===== src/rtl/iopmp_erm_pkg.sv =====
// Shared types and constants for the protection entry range match pipeline.
package iopmp_erm_pkg;

	localparam int unsigned ADDR_W = 64;
	localparam int unsigned HALF_W = 32;
	localparam int unsigned LEN_W  = 16;
	localparam int unsigned CFG_W  = 8;

	localparam int unsigned S_TDATA_W = 224;
	localparam int unsigned M_TDATA_W = 136;
	localparam int unsigned APB_AW    = 3;
	localparam int unsigned APB_DW    = 32;

	localparam logic [1:0] MODE_OFF   = 2'd0;
	localparam logic [1:0] MODE_TOR   = 2'd1;
	localparam logic [1:0] MODE_NA4   = 2'd2;
	localparam logic [1:0] MODE_NAPOT = 2'd3;

	localparam logic [1:0] KIND_READ  = 2'd0;
	localparam logic [1:0] KIND_WRITE = 2'd1;
	localparam logic [1:0] KIND_EXEC  = 2'd2;
	localparam logic [1:0] KIND_AMO   = 2'd3;

	localparam logic REG_TOR_ENABLE  = 1'b0;
	localparam logic REG_HIGH_ENABLE = 1'b1;

	typedef struct packed {
		logic tor_enable;
		logic high_addr_enable;
	} cfg_t;

	typedef struct packed {
		logic [CFG_W-1:0]  pmp_cfg;
		logic [HALF_W-1:0] entry_addr_lo;
		logic [HALF_W-1:0] entry_addr_hi;
		logic [HALF_W-1:0] prev_addr_lo;
		logic [HALF_W-1:0] prev_addr_hi;
		logic              is_first_entry;
		logic [ADDR_W-1:0] txn_addr;
		logic [LEN_W-1:0]  txn_len;
		logic [1:0]        txn_kind;
	} req_t;

	typedef struct packed {
		logic [1:0]        mode;
		logic              first;
		logic              active;
		logic              perm;
		logic [ADDR_W-1:0] word;
		logic [ADDR_W-1:0] word_p1;
		logic [ADDR_W-1:0] prev;
		logic [ADDR_W-1:0] taddr;
		logic [ADDR_W-1:0] tend;
	} dec_t;

	typedef struct packed {
		logic              active;
		logic              perm;
		logic [ADDR_W-1:0] base;
		logic [ADDR_W-1:0] size;
		logic [ADDR_W-1:0] taddr;
		logic [ADDR_W-1:0] tend;
	} rgn_t;

	typedef struct packed {
		logic              active;
		logic              perm;
		logic [ADDR_W-1:0] base;
		logic [ADDR_W-1:0] size;
		logic [ADDR_W-1:0] rend;
		logic [ADDR_W-1:0] taddr;
		logic [ADDR_W-1:0] tend;
	} end_t;

	typedef struct packed {
		logic              active;
		logic [ADDR_W-1:0] region_base;
		logic [ADDR_W-1:0] region_size;
		logic              covers_any;
		logic              covers_all;
		logic              permitted;
	} res_t;

endpackage


===== src/rtl/iopmp_erm_cfg.sv =====
// APB register file holding the mode enables.
module iopmp_erm_cfg (
	input  logic                                clk,
	input  logic                                arst_n,
	input  logic                                psel,
	input  logic                                penable,
	input  logic                                pwrite,
	input  logic [iopmp_erm_pkg::APB_AW-1:0]    paddr,
	input  logic [iopmp_erm_pkg::APB_DW-1:0]    pwdata,
	output logic [iopmp_erm_pkg::APB_DW-1:0]    prdata,
	output logic                                pready,
	output iopmp_erm_pkg::cfg_t                 cfg
);
	import iopmp_erm_pkg::*;

	logic tor_enable_q;
	logic high_enable_q;
	logic wr_en;
	logic sel;

	// word select only; byte offset bits are ignored
	assign sel    = paddr[2];
	assign wr_en  = psel && penable && pwrite;
	assign pready = 1'b1;

	always_ff @(posedge clk or negedge arst_n) begin
		if (!arst_n) begin
			tor_enable_q  <= 1'b1;
			high_enable_q <= 1'b0;
		end else if (wr_en) begin
			unique case (sel)
				REG_TOR_ENABLE:  tor_enable_q  <= pwdata[0];
				REG_HIGH_ENABLE: high_enable_q <= pwdata[0];
				default: ;
			endcase
		end
	end

	always_comb begin
		unique case (sel)
			REG_TOR_ENABLE:  prdata = {{(APB_DW-1){1'b0}}, tor_enable_q};
			REG_HIGH_ENABLE: prdata = {{(APB_DW-1){1'b0}}, high_enable_q};
			default:         prdata = '0;
		endcase
	end

	assign cfg.tor_enable       = tor_enable_q;
	assign cfg.high_addr_enable = high_enable_q;

endmodule


===== src/rtl/iopmp_erm_dec.sv =====
// Stage 1: word assembly, mode and permission decode, increment and end adds.
module iopmp_erm_dec (
	input  logic                  clk,
	input  logic                  arst_n,
	input  iopmp_erm_pkg::cfg_t   cfg,
	input  logic                  in_valid,
	output logic                  in_ready,
	input  iopmp_erm_pkg::req_t   in_req,
	output logic                  out_valid,
	input  logic                  out_ready,
	output iopmp_erm_pkg::dec_t   out_dec
);
	import iopmp_erm_pkg::*;

	logic       v_s1;
	dec_t       dec_s1;
	dec_t       nxt;
	logic       r_bit;
	logic       w_bit;
	logic       x_bit;
	logic [1:0] mode;

	assign mode  = in_req.pmp_cfg[4:3];
	assign r_bit = in_req.pmp_cfg[0];
	assign w_bit = in_req.pmp_cfg[1];
	assign x_bit = in_req.pmp_cfg[2];

	always_comb begin
		nxt.mode    = mode;
		nxt.first   = in_req.is_first_entry;
		nxt.word    = {cfg.high_addr_enable ? in_req.entry_addr_hi : {HALF_W{1'b0}},
			in_req.entry_addr_lo};
		nxt.prev    = {cfg.high_addr_enable ? in_req.prev_addr_hi : {HALF_W{1'b0}},
			in_req.prev_addr_lo};
		nxt.word_p1 = nxt.word + {{(ADDR_W-1){1'b0}}, 1'b1};
		nxt.taddr   = in_req.txn_addr;
		nxt.tend    = in_req.txn_addr + {{(ADDR_W-LEN_W){1'b0}}, in_req.txn_len};
		nxt.active  = !(mode == MODE_OFF || (mode == MODE_TOR && !cfg.tor_enable));
		unique case (in_req.txn_kind)
			KIND_READ:  nxt.perm = r_bit;
			KIND_WRITE: nxt.perm = w_bit;
			KIND_EXEC:  nxt.perm = x_bit;
			default:    nxt.perm = r_bit && w_bit;
		endcase
	end

	assign in_ready = !v_s1 || out_ready;

	always_ff @(posedge clk or negedge arst_n) begin
		if (!arst_n) begin
			v_s1 <= 1'b0;
		end else if (in_ready) begin
			v_s1 <= in_valid;
		end
	end

	always_ff @(posedge clk) begin
		if (in_ready && in_valid) begin
			dec_s1 <= nxt;
		end
	end

	assign out_valid = v_s1;
	assign out_dec   = dec_s1;

endmodule


===== src/rtl/iopmp_erm_rgn.sv =====
// Stage 2: region base and size per address mode.
module iopmp_erm_rgn (
	input  logic                  clk,
	input  logic                  arst_n,
	input  logic                  in_valid,
	output logic                  in_ready,
	input  iopmp_erm_pkg::dec_t   in_dec,
	output logic                  out_valid,
	input  logic                  out_ready,
	output iopmp_erm_pkg::rgn_t   out_rgn
);
	import iopmp_erm_pkg::*;

	logic              v_s2;
	rgn_t              rgn_s2;
	rgn_t              nxt;
	logic [ADDR_W-1:0] top;
	logic [ADDR_W-1:0] tor_base;
	logic [ADDR_W-1:0] napot_w;
	logic [ADDR_W-1:0] low_zero;

	// w & (w+1) clears trailing ones; ~w & (w+1) is the lowest zero bit
	assign napot_w  = in_dec.word & in_dec.word_p1;
	assign low_zero = ~in_dec.word & in_dec.word_p1;
	assign top      = {in_dec.word[ADDR_W-3:0], 2'b00};
	assign tor_base = in_dec.first ? {ADDR_W{1'b0}} : {in_dec.prev[ADDR_W-3:0], 2'b00};

	always_comb begin
		nxt.active = in_dec.active;
		nxt.perm   = in_dec.perm;
		nxt.taddr  = in_dec.taddr;
		nxt.tend   = in_dec.tend;
		unique case (in_dec.mode)
			MODE_NA4: begin
				nxt.base = top;
				nxt.size = 64'd4;
			end
			MODE_NAPOT: begin
				nxt.base = {napot_w[ADDR_W-3:0], 2'b00};
				nxt.size = {low_zero[ADDR_W-4:0], 3'b000};
			end
			MODE_TOR: begin
				nxt.base = tor_base;
				nxt.size = (top > tor_base) ? (top - tor_base) : {ADDR_W{1'b0}};
			end
			default: begin
				nxt.base = '0;
				nxt.size = '0;
			end
		endcase
	end

	assign in_ready = !v_s2 || out_ready;

	always_ff @(posedge clk or negedge arst_n) begin
		if (!arst_n) begin
			v_s2 <= 1'b0;
		end else if (in_ready) begin
			v_s2 <= in_valid;
		end
	end

	always_ff @(posedge clk) begin
		if (in_ready && in_valid) begin
			rgn_s2 <= nxt;
		end
	end

	assign out_valid = v_s2;
	assign out_rgn   = rgn_s2;

endmodule


===== src/rtl/iopmp_erm_cmp.sv =====
// Stages 3 and 4: region end add, then overlap and containment compares.
module iopmp_erm_cmp (
	input  logic                  clk,
	input  logic                  arst_n,
	input  logic                  in_valid,
	output logic                  in_ready,
	input  iopmp_erm_pkg::rgn_t   in_rgn,
	output logic                  out_valid,
	input  logic                  out_ready,
	output iopmp_erm_pkg::res_t   out_res
);
	import iopmp_erm_pkg::*;

	logic v_s3;
	logic v_s4;
	logic rdy_s3;
	logic rdy_s4;
	end_t end_s3;
	end_t nxt3;
	res_t res_s4;
	res_t nxt4;

	always_comb begin
		nxt3.active = in_rgn.active;
		nxt3.perm   = in_rgn.perm;
		nxt3.base   = in_rgn.base;
		nxt3.size   = in_rgn.size;
		nxt3.rend   = in_rgn.base + in_rgn.size;
		nxt3.taddr  = in_rgn.taddr;
		nxt3.tend   = in_rgn.tend;
	end

	always_comb begin
		nxt4.active      = end_s3.active;
		nxt4.permitted   = end_s3.perm;
		nxt4.region_base = end_s3.base;
		nxt4.region_size = end_s3.size;
		nxt4.covers_any  = (end_s3.taddr < end_s3.rend) && (end_s3.base < end_s3.tend);
		nxt4.covers_all  = (end_s3.taddr >= end_s3.base) && (end_s3.tend <= end_s3.rend);
	end

	assign rdy_s4   = !v_s4 || out_ready;
	assign rdy_s3   = !v_s3 || rdy_s4;
	assign in_ready = rdy_s3;

	always_ff @(posedge clk or negedge arst_n) begin
		if (!arst_n) begin
			v_s3 <= 1'b0;
			v_s4 <= 1'b0;
		end else begin
			if (rdy_s3) begin
				v_s3 <= in_valid;
			end
			if (rdy_s4) begin
				v_s4 <= v_s3;
			end
		end
	end

	always_ff @(posedge clk) begin
		if (rdy_s3 && in_valid) begin
			end_s3 <= nxt3;
		end
		if (rdy_s4 && v_s3) begin
			res_s4 <= nxt4;
		end
	end

	assign out_valid = v_s4;
	assign out_res   = res_s4;

endmodule


===== src/rtl/iopmp_entry_range_match_top.sv =====
// Top level: one transaction checked against one protection entry per request.
// One request per cycle sustained while the receiver holds m_tready high.
// Four register stages (decode, region, end add, compare), each stalls on its own valid bit.
// Reset clears all stage valid bits; tor_enable resets to 1, high_addr_enable to 0.
module iopmp_entry_range_match_top (
	input  logic                                  clk,
	input  logic                                  arst_n,
	input  logic                                  s_tvalid,
	output logic                                  s_tready,
	// pmp_cfg, entry_addr_lo, entry_addr_hi, prev_addr_lo, prev_addr_hi,
	// is_first_entry, txn_addr, txn_len, zero pad
	input  logic [iopmp_erm_pkg::S_TDATA_W-1:0]   s_tdata,
	// txn_kind
	input  logic [1:0]                            s_tuser,
	output logic                                  m_tvalid,
	input  logic                                  m_tready,
	// active, region_base, region_size, covers_any, covers_all, permitted, zero pad
	output logic [iopmp_erm_pkg::M_TDATA_W-1:0]   m_tdata,
	input  logic                                  psel,
	input  logic                                  penable,
	input  logic                                  pwrite,
	input  logic [iopmp_erm_pkg::APB_AW-1:0]      paddr,
	input  logic [iopmp_erm_pkg::APB_DW-1:0]      pwdata,
	output logic [iopmp_erm_pkg::APB_DW-1:0]      prdata,
	output logic                                  pready
);
	import iopmp_erm_pkg::*;

	cfg_t cfg;
	req_t req;
	dec_t dec;
	rgn_t rgn;
	res_t res;
	logic dec_valid;
	logic dec_ready;
	logic rgn_valid;
	logic rgn_ready;

	assign req.pmp_cfg        = s_tdata[7:0];
	assign req.entry_addr_lo  = s_tdata[39:8];
	assign req.entry_addr_hi  = s_tdata[71:40];
	assign req.prev_addr_lo   = s_tdata[103:72];
	assign req.prev_addr_hi   = s_tdata[135:104];
	assign req.is_first_entry = s_tdata[136];
	assign req.txn_addr       = s_tdata[200:137];
	assign req.txn_len        = s_tdata[216:201];
	assign req.txn_kind       = s_tuser;

	iopmp_erm_cfg u_cfg (
		.clk     (clk),
		.arst_n  (arst_n),
		.psel    (psel),
		.penable (penable),
		.pwrite  (pwrite),
		.paddr   (paddr),
		.pwdata  (pwdata),
		.prdata  (prdata),
		.pready  (pready),
		.cfg     (cfg)
	);

	iopmp_erm_dec u_dec (
		.clk       (clk),
		.arst_n    (arst_n),
		.cfg       (cfg),
		.in_valid  (s_tvalid),
		.in_ready  (s_tready),
		.in_req    (req),
		.out_valid (dec_valid),
		.out_ready (dec_ready),
		.out_dec   (dec)
	);

	iopmp_erm_rgn u_rgn (
		.clk       (clk),
		.arst_n    (arst_n),
		.in_valid  (dec_valid),
		.in_ready  (dec_ready),
		.in_dec    (dec),
		.out_valid (rgn_valid),
		.out_ready (rgn_ready),
		.out_rgn   (rgn)
	);

	iopmp_erm_cmp u_cmp (
		.clk       (clk),
		.arst_n    (arst_n),
		.in_valid  (rgn_valid),
		.in_ready  (rgn_ready),
		.in_rgn    (rgn),
		.out_valid (m_tvalid),
		.out_ready (m_tready),
		.out_res   (res)
	);

	assign m_tdata = {4'b0000, res.permitted, res.covers_all, res.covers_any,
		res.region_size, res.region_base, res.active};

endmodule


===== config.mk =====
export PLATFORM = sky130hd
export DESIGN_NAME = iopmp_entry_range_match_top
export DESIGN_NICKNAME = d
export VERILOG_FILES = /design/src/rtl/iopmp_erm_pkg.sv /design/src/rtl/iopmp_erm_cfg.sv /design/src/rtl/iopmp_erm_dec.sv /design/src/rtl/iopmp_erm_rgn.sv /design/src/rtl/iopmp_erm_cmp.sv /design/src/rtl/iopmp_entry_range_match_top.sv
export SDC_FILE = /design/constraint.sdc
export NUM_CORES = 2
export LEC_CHECK = 0
export ABC_AREA = 1
export ABC_CLOCK_PERIOD_IN_PS = 35900
export BUFFER_PORTS_ARGS = -buffer_cell sky130_fd_sc_hd__buf_4
export CAP_MARGIN = 20
export CELL_PAD_IN_SITES_DETAIL_PLACEMENT = 0
export CELL_PAD_IN_SITES_GLOBAL_PLACEMENT = 1
export CORE_UTILIZATION = 45
export CTS_CLUSTER_SIZE = 10
export DETAILED_ROUTE_END_ITERATION = 16
export PLACE_DENSITY_LB_ADDON = 0.08
export SYNTH_ARGS = -nofsm -noshare
export SYNTH_HDL_FRONTEND = slang
export SYNTH_HIERARCHICAL = 1
export SYNTH_SLANG_ARGS = --single-unit

===== constraint.sdc =====
create_clock -name clk -period 35.9 [get_ports clk]
set_input_delay 1.795 -clock clk [delete_from_list [all_inputs] [get_ports clk]]
set_output_delay 1.795 -clock clk [all_outputs]
set_load 0.02 [all_outputs]

Word-level counts from Yosys, hierarchy flattened
Index checks and enable logic that the tools add are counted.

Add/subtract/negate cells: 4. $mul: 0. Divide/modulo/power cells: 0. Order comparisons: 5. Equality and inequality tests: 6. Shift operators: 0. Mux-type cells: 6. Bitwise operators: 4. Reductions and logical operators: 25.

Operators by type and width (count): one-hot mux 128 bit (3 select lines) (1); < comparator 64 bit (2); 2-to-1 mux 64 bit (2); adder 64 x 16 -> 64 bit (1); adder 64 bit (1); >= comparator 64 bit (1); > comparator 64 bit (1); <= comparator 64 bit (1); one-hot mux 32 bit (2 select lines) (1); subtractor 64 bit (1); adder 62 x 1 -> 62 bit, second input constant (1); AND 62 bit (1); AND 61 bit (1); NOT 61 bit (1); 2-to-1 mux 30 bit (1); logical AND 1 bit (10); == test 2 x 1 -> 1 bit, second input constant (3); == test 2 bit, second input constant (3); zero test 1 bit (6); logical OR 1 bit (5); zero test 2 bit (2); AND reduction 2 bit (2); one-hot mux 1 bit (3 select lines) (1); NOT 1 bit (1).

Register bits after elaboration: 1037. Bits in latches: 0. Memory bits (writable): 0. ROM bits: 0. Output and inout port bits: 171. Word-level logic and storage cells: 85. Memories kept: 0.

Depth between registers and ports, before layout
Word-level depth: 6. Depth in mapped cells: 18.

Modules after synthesis
The synthesis kept the hierarchy.

Modules (own cells, without submodules): iopmp_erm_cmp (times used 1, cells an instance 2463, area an instance 25015.2 µm², sequential area each 13683.1 µm²); iopmp_erm_rgn (times used 1, cells an instance 2003, area an instance 16203.0 µm², sequential area each 7652.3 µm²); iopmp_erm_dec (times used 1, cells an instance 1536, area an instance 15491.1 µm², sequential area each 9784.4 µm²); iopmp_erm_cfg (times used 1, cells an instance 53, area an instance 380.4 µm², sequential area each 51.3 µm²); iopmp_entry_range_match_top (times used 1, cells an instance 5, area an instance 33.8 µm², sequential area each 0.0 µm²).

Worst setup path before layout
No wires, ideal clock.

Path kind: input to register. Start: in m_tready. End: reg u_dec.dec_s1, in the netlist u_dec/out_dec[0] (enable). Setup time: 1119 ps. Arrival: 17607 ps. Data required time: 34781 ps. Setup slack: 17174 ps. Cell stages on the path: 6. Path through: inv_1 > nand3_1 > inv_1 > nand2_1 > inv_1 > a21oi_1.

Longest elaborated chain between the ends: 5.

RTL lines: start: declaration (RTL line iopmp_entry_range_match_top.sv:16) `input logic m_tready,`; logical OR 1 bit (RTL line iopmp_erm_cmp.sv:42) `assign rdy_s4 = !v_s4 || out_ready;`; logical OR 1 bit (RTL line iopmp_erm_cmp.sv:43) `assign rdy_s3 = !v_s3 || rdy_s4;`; via rgn_ready (RTL line iopmp_entry_range_match_top.sv:37) `logic rgn_ready;`; logical OR 1 bit (RTL line iopmp_erm_rgn.sv:53) `assign in_ready = !v_s2 || out_ready;`; via dec_ready (RTL line iopmp_entry_range_match_top.sv:35) `logic dec_ready;`; logical OR 1 bit (RTL line iopmp_erm_dec.sv:47) `assign in_ready = !v_s1 || out_ready;`; logical AND 1 bit (RTL line iopmp_erm_dec.sv:58) `if (in_ready && in_valid) begin`; end signal: assignment (RTL line iopmp_erm_dec.sv:59) `dec_s1 <= nxt;`; end: declaration (RTL line iopmp_erm_dec.sv:16) `dec_t dec_s1;`.

The timed path passes the listed nets, and every way through them passes these cells. A chain may end at the register's enable or synchronous reset.

==> results.toml <==
[global_route]
grt_pass1_wl_um = 271000
grt_antenna_before_repair = 5
grt.total_usage_pct = 29.7
grt_pass1_vias = 40951
overflow = 0
grt_max_degree = 158

[setup_path]
worst_path_max_delay_cell = "a21oi_4"
crit_fanout = 48
required_ps = 36380
worstSetupPathType = "reg -> reg"
path_cells = "inv_2 > buf_4 > nand2_1 > ha_1 > nand2_1 > nor2_1 > nand2_1 > nor4_4 > nand2_2 > a21oi_4 > nand2_1 > o21ai_0"
slowest_delay_ps = 910
crit_arrival_ps = 5250
end_kind = "flip-flop"
crit_family = "simple AND/OR/NAND/NOR gates"
path_buf_inv = 2
start_kind = "flip-flop"
cpMostUsedCell = "nand2_1"

[sta]
finalClockSkew_ps = 46.7
min_period_ps = 4770
finalSetupTns_ps = 0
slew-limit-headroom_pct = 24.5
report.final.slew_viol_count = 0
post-route-period-util_pct = 13.3
hold_ws_ps = 394
fmax_ghz = 0.209
fin_ws_ps = 31130
tightest_slew_ps = 1130
setup_violations = 0
timing_hold_violations_final = 0
rsz0062_at_grt = "false"

[power]
power_frac_seq_pct = 45.0
p_comb_share_pct = 26.1
swShare_pct = 33.6
ir_worst_vdd_mv = 0.0407
leakage_nw = 29.1
power_density_nw_per_um2 = 59.7
p_total_mw = 3.87
pwr-share-clk_pct = 28.9
internal_power_mw = 2.57
p_switching_mw = 1.30

[placed_design]
place_congestion = 0.980
port_buffers = 355
dp_worst_setup_slack_ps = 30740
place_hpwl_um = 154000

[floorplanning]
io_pins = 439
fp.dieW_um = 357
design.core.area_um2 = 125000
start_util_pct = 45.3
fp.dieH_um = 357
dieArea_um2 = 128000
rows = 130

[clock_tree]
clockRootBuffer = "clkbuf_16"
cts_buffers = 121
ctsHoldBuffers = 0
cts_tree = "yes"
cts_max_level = 3
cts_buffer_depth = 3
insertion_delay_ps = 760
cts_resized = 0
clock_sinks = 1033
clkTransAtPathRegs_ps = 60
cts_setup_buffers = 0

[drt]
dr.pass1.iters = 7
vias_per_cell = 5.23
drc_errors = 0
routedWlPerCell_um = 23.4
wl_um = 191000
dr_total_vias = 42759
drtIter0Drc = 3593
ant_nets = 0

[synth]
mappedNetlistArea_um2 = 56800
synth_cells = 6028
ys_warn_count = 6
syn_avg_cell_area_um2 = 9.43

[finish]
nets = 7149
fin_util_pct = 51.7
final_cell_mix = "1711 x nand2_1, 1027 x edfxtp_1, 958 x inv_1, 459 x nor2_1, 408 x ha_1"
mostFrequentLayoutCell = "nand2_1"
area_growth_pct = 14.1
drive_gt1_share_pct = 10.5
n_antenna_cell = 0

[hold_path]
hp-class = "reg -> reg"

[outcome]
outcome = "complete, no violations"

[run]
drv_cap = 0
==> power by group through the flow <==
| stage | Sequential [mW] | Combinational (mW) | Clock, mW |
|---|---|---|---|
| finish | 1.74 | 1.01 | 1.12 |
| global route | 1.76 | 1.13 | 1.18 |
| CTS | 1.74 | 1.01 | 1.14 |
| detailed placement | 1.76 | 1.01 | 0 |
| global placement | 1.76 | 0.996 | 0 |
| floorplan | 1.79 | 0.628 | 0 |
==> state kept, by name, summed over array words and instances (netlist names) <==
signal and cells:
u_cfg/tor_enable_q 1, u_rgn/out_rgn 254, u_dec/out_valid 1, u_dec/out_dec 319, u_cmp/out_valid 1, u_cfg/high_enable_q 1, u_cmp/out_res 132, u_cmp/v_s3 1
u_cmp/end_s3 322, u_rgn/out_valid 1
==> path summary, 6_finish.rpt <==
path / end / from / cells after the start / slack [ps]
max in group asynchronous: u_cfg/tor_enable_q / arst_n / 1 / 34840
max reg2reg: u_rgn/out_rgn[149] / u_dec/out_dec[322] / 12 / 31130
max: u_rgn/out_rgn[149] / u_dec/out_dec[322] / 12 / 31130
min in group asynchronous: u_cfg/high_enable_q / arst_n / 1 / 850
min reg2reg: u_rgn/out_rgn[84] / u_dec/out_dec[84] / 0 / 390
min: u_rgn/out_rgn[84] / u_dec/out_dec[84] / 0 / 390
==> through the flow <==
| step | instances | cell area (µm²) |
|---|---|---|
| 2_1_floorplan | 6064 | 57000 |
| 3_3_place_gp | 7997 | 61300 |
| 3_5_place_dp | 7997 | 61300 |
| 4_1_cts | 8168 | 64900 |
| 5_1_grt | 8168 | 64900 |
| 6_report | 8168 | 64900 |
==> per-layer routing <==
metal	wire (µm)	GRT usage [%]	up-vias
met4	9120	13.2	0
met3	8960	2.94	297
met5	0	0	-
met1	84000	40.1	20284
li1	-	-	20849
met2	89400	48.8	1329
==> area by class of cell <==
| type | count | area (µm²) |
|---|---|---|
| Fill cell | 11666 | 60600 |
| Inverter | 970 | 3650 |
| Timing Repair Buffer | 378 | 2880 |
| Clock buffer | 138 | 3100 |
| Multi-Input combinational cell | 3966 | 21800 |
| Tap cell | 1650 | 2060 |
| Clock inverter | 33 | 407 |
| Sequential cell | 1033 | 31000 |
Note: power is estimated with default switching activity, not from simulation.
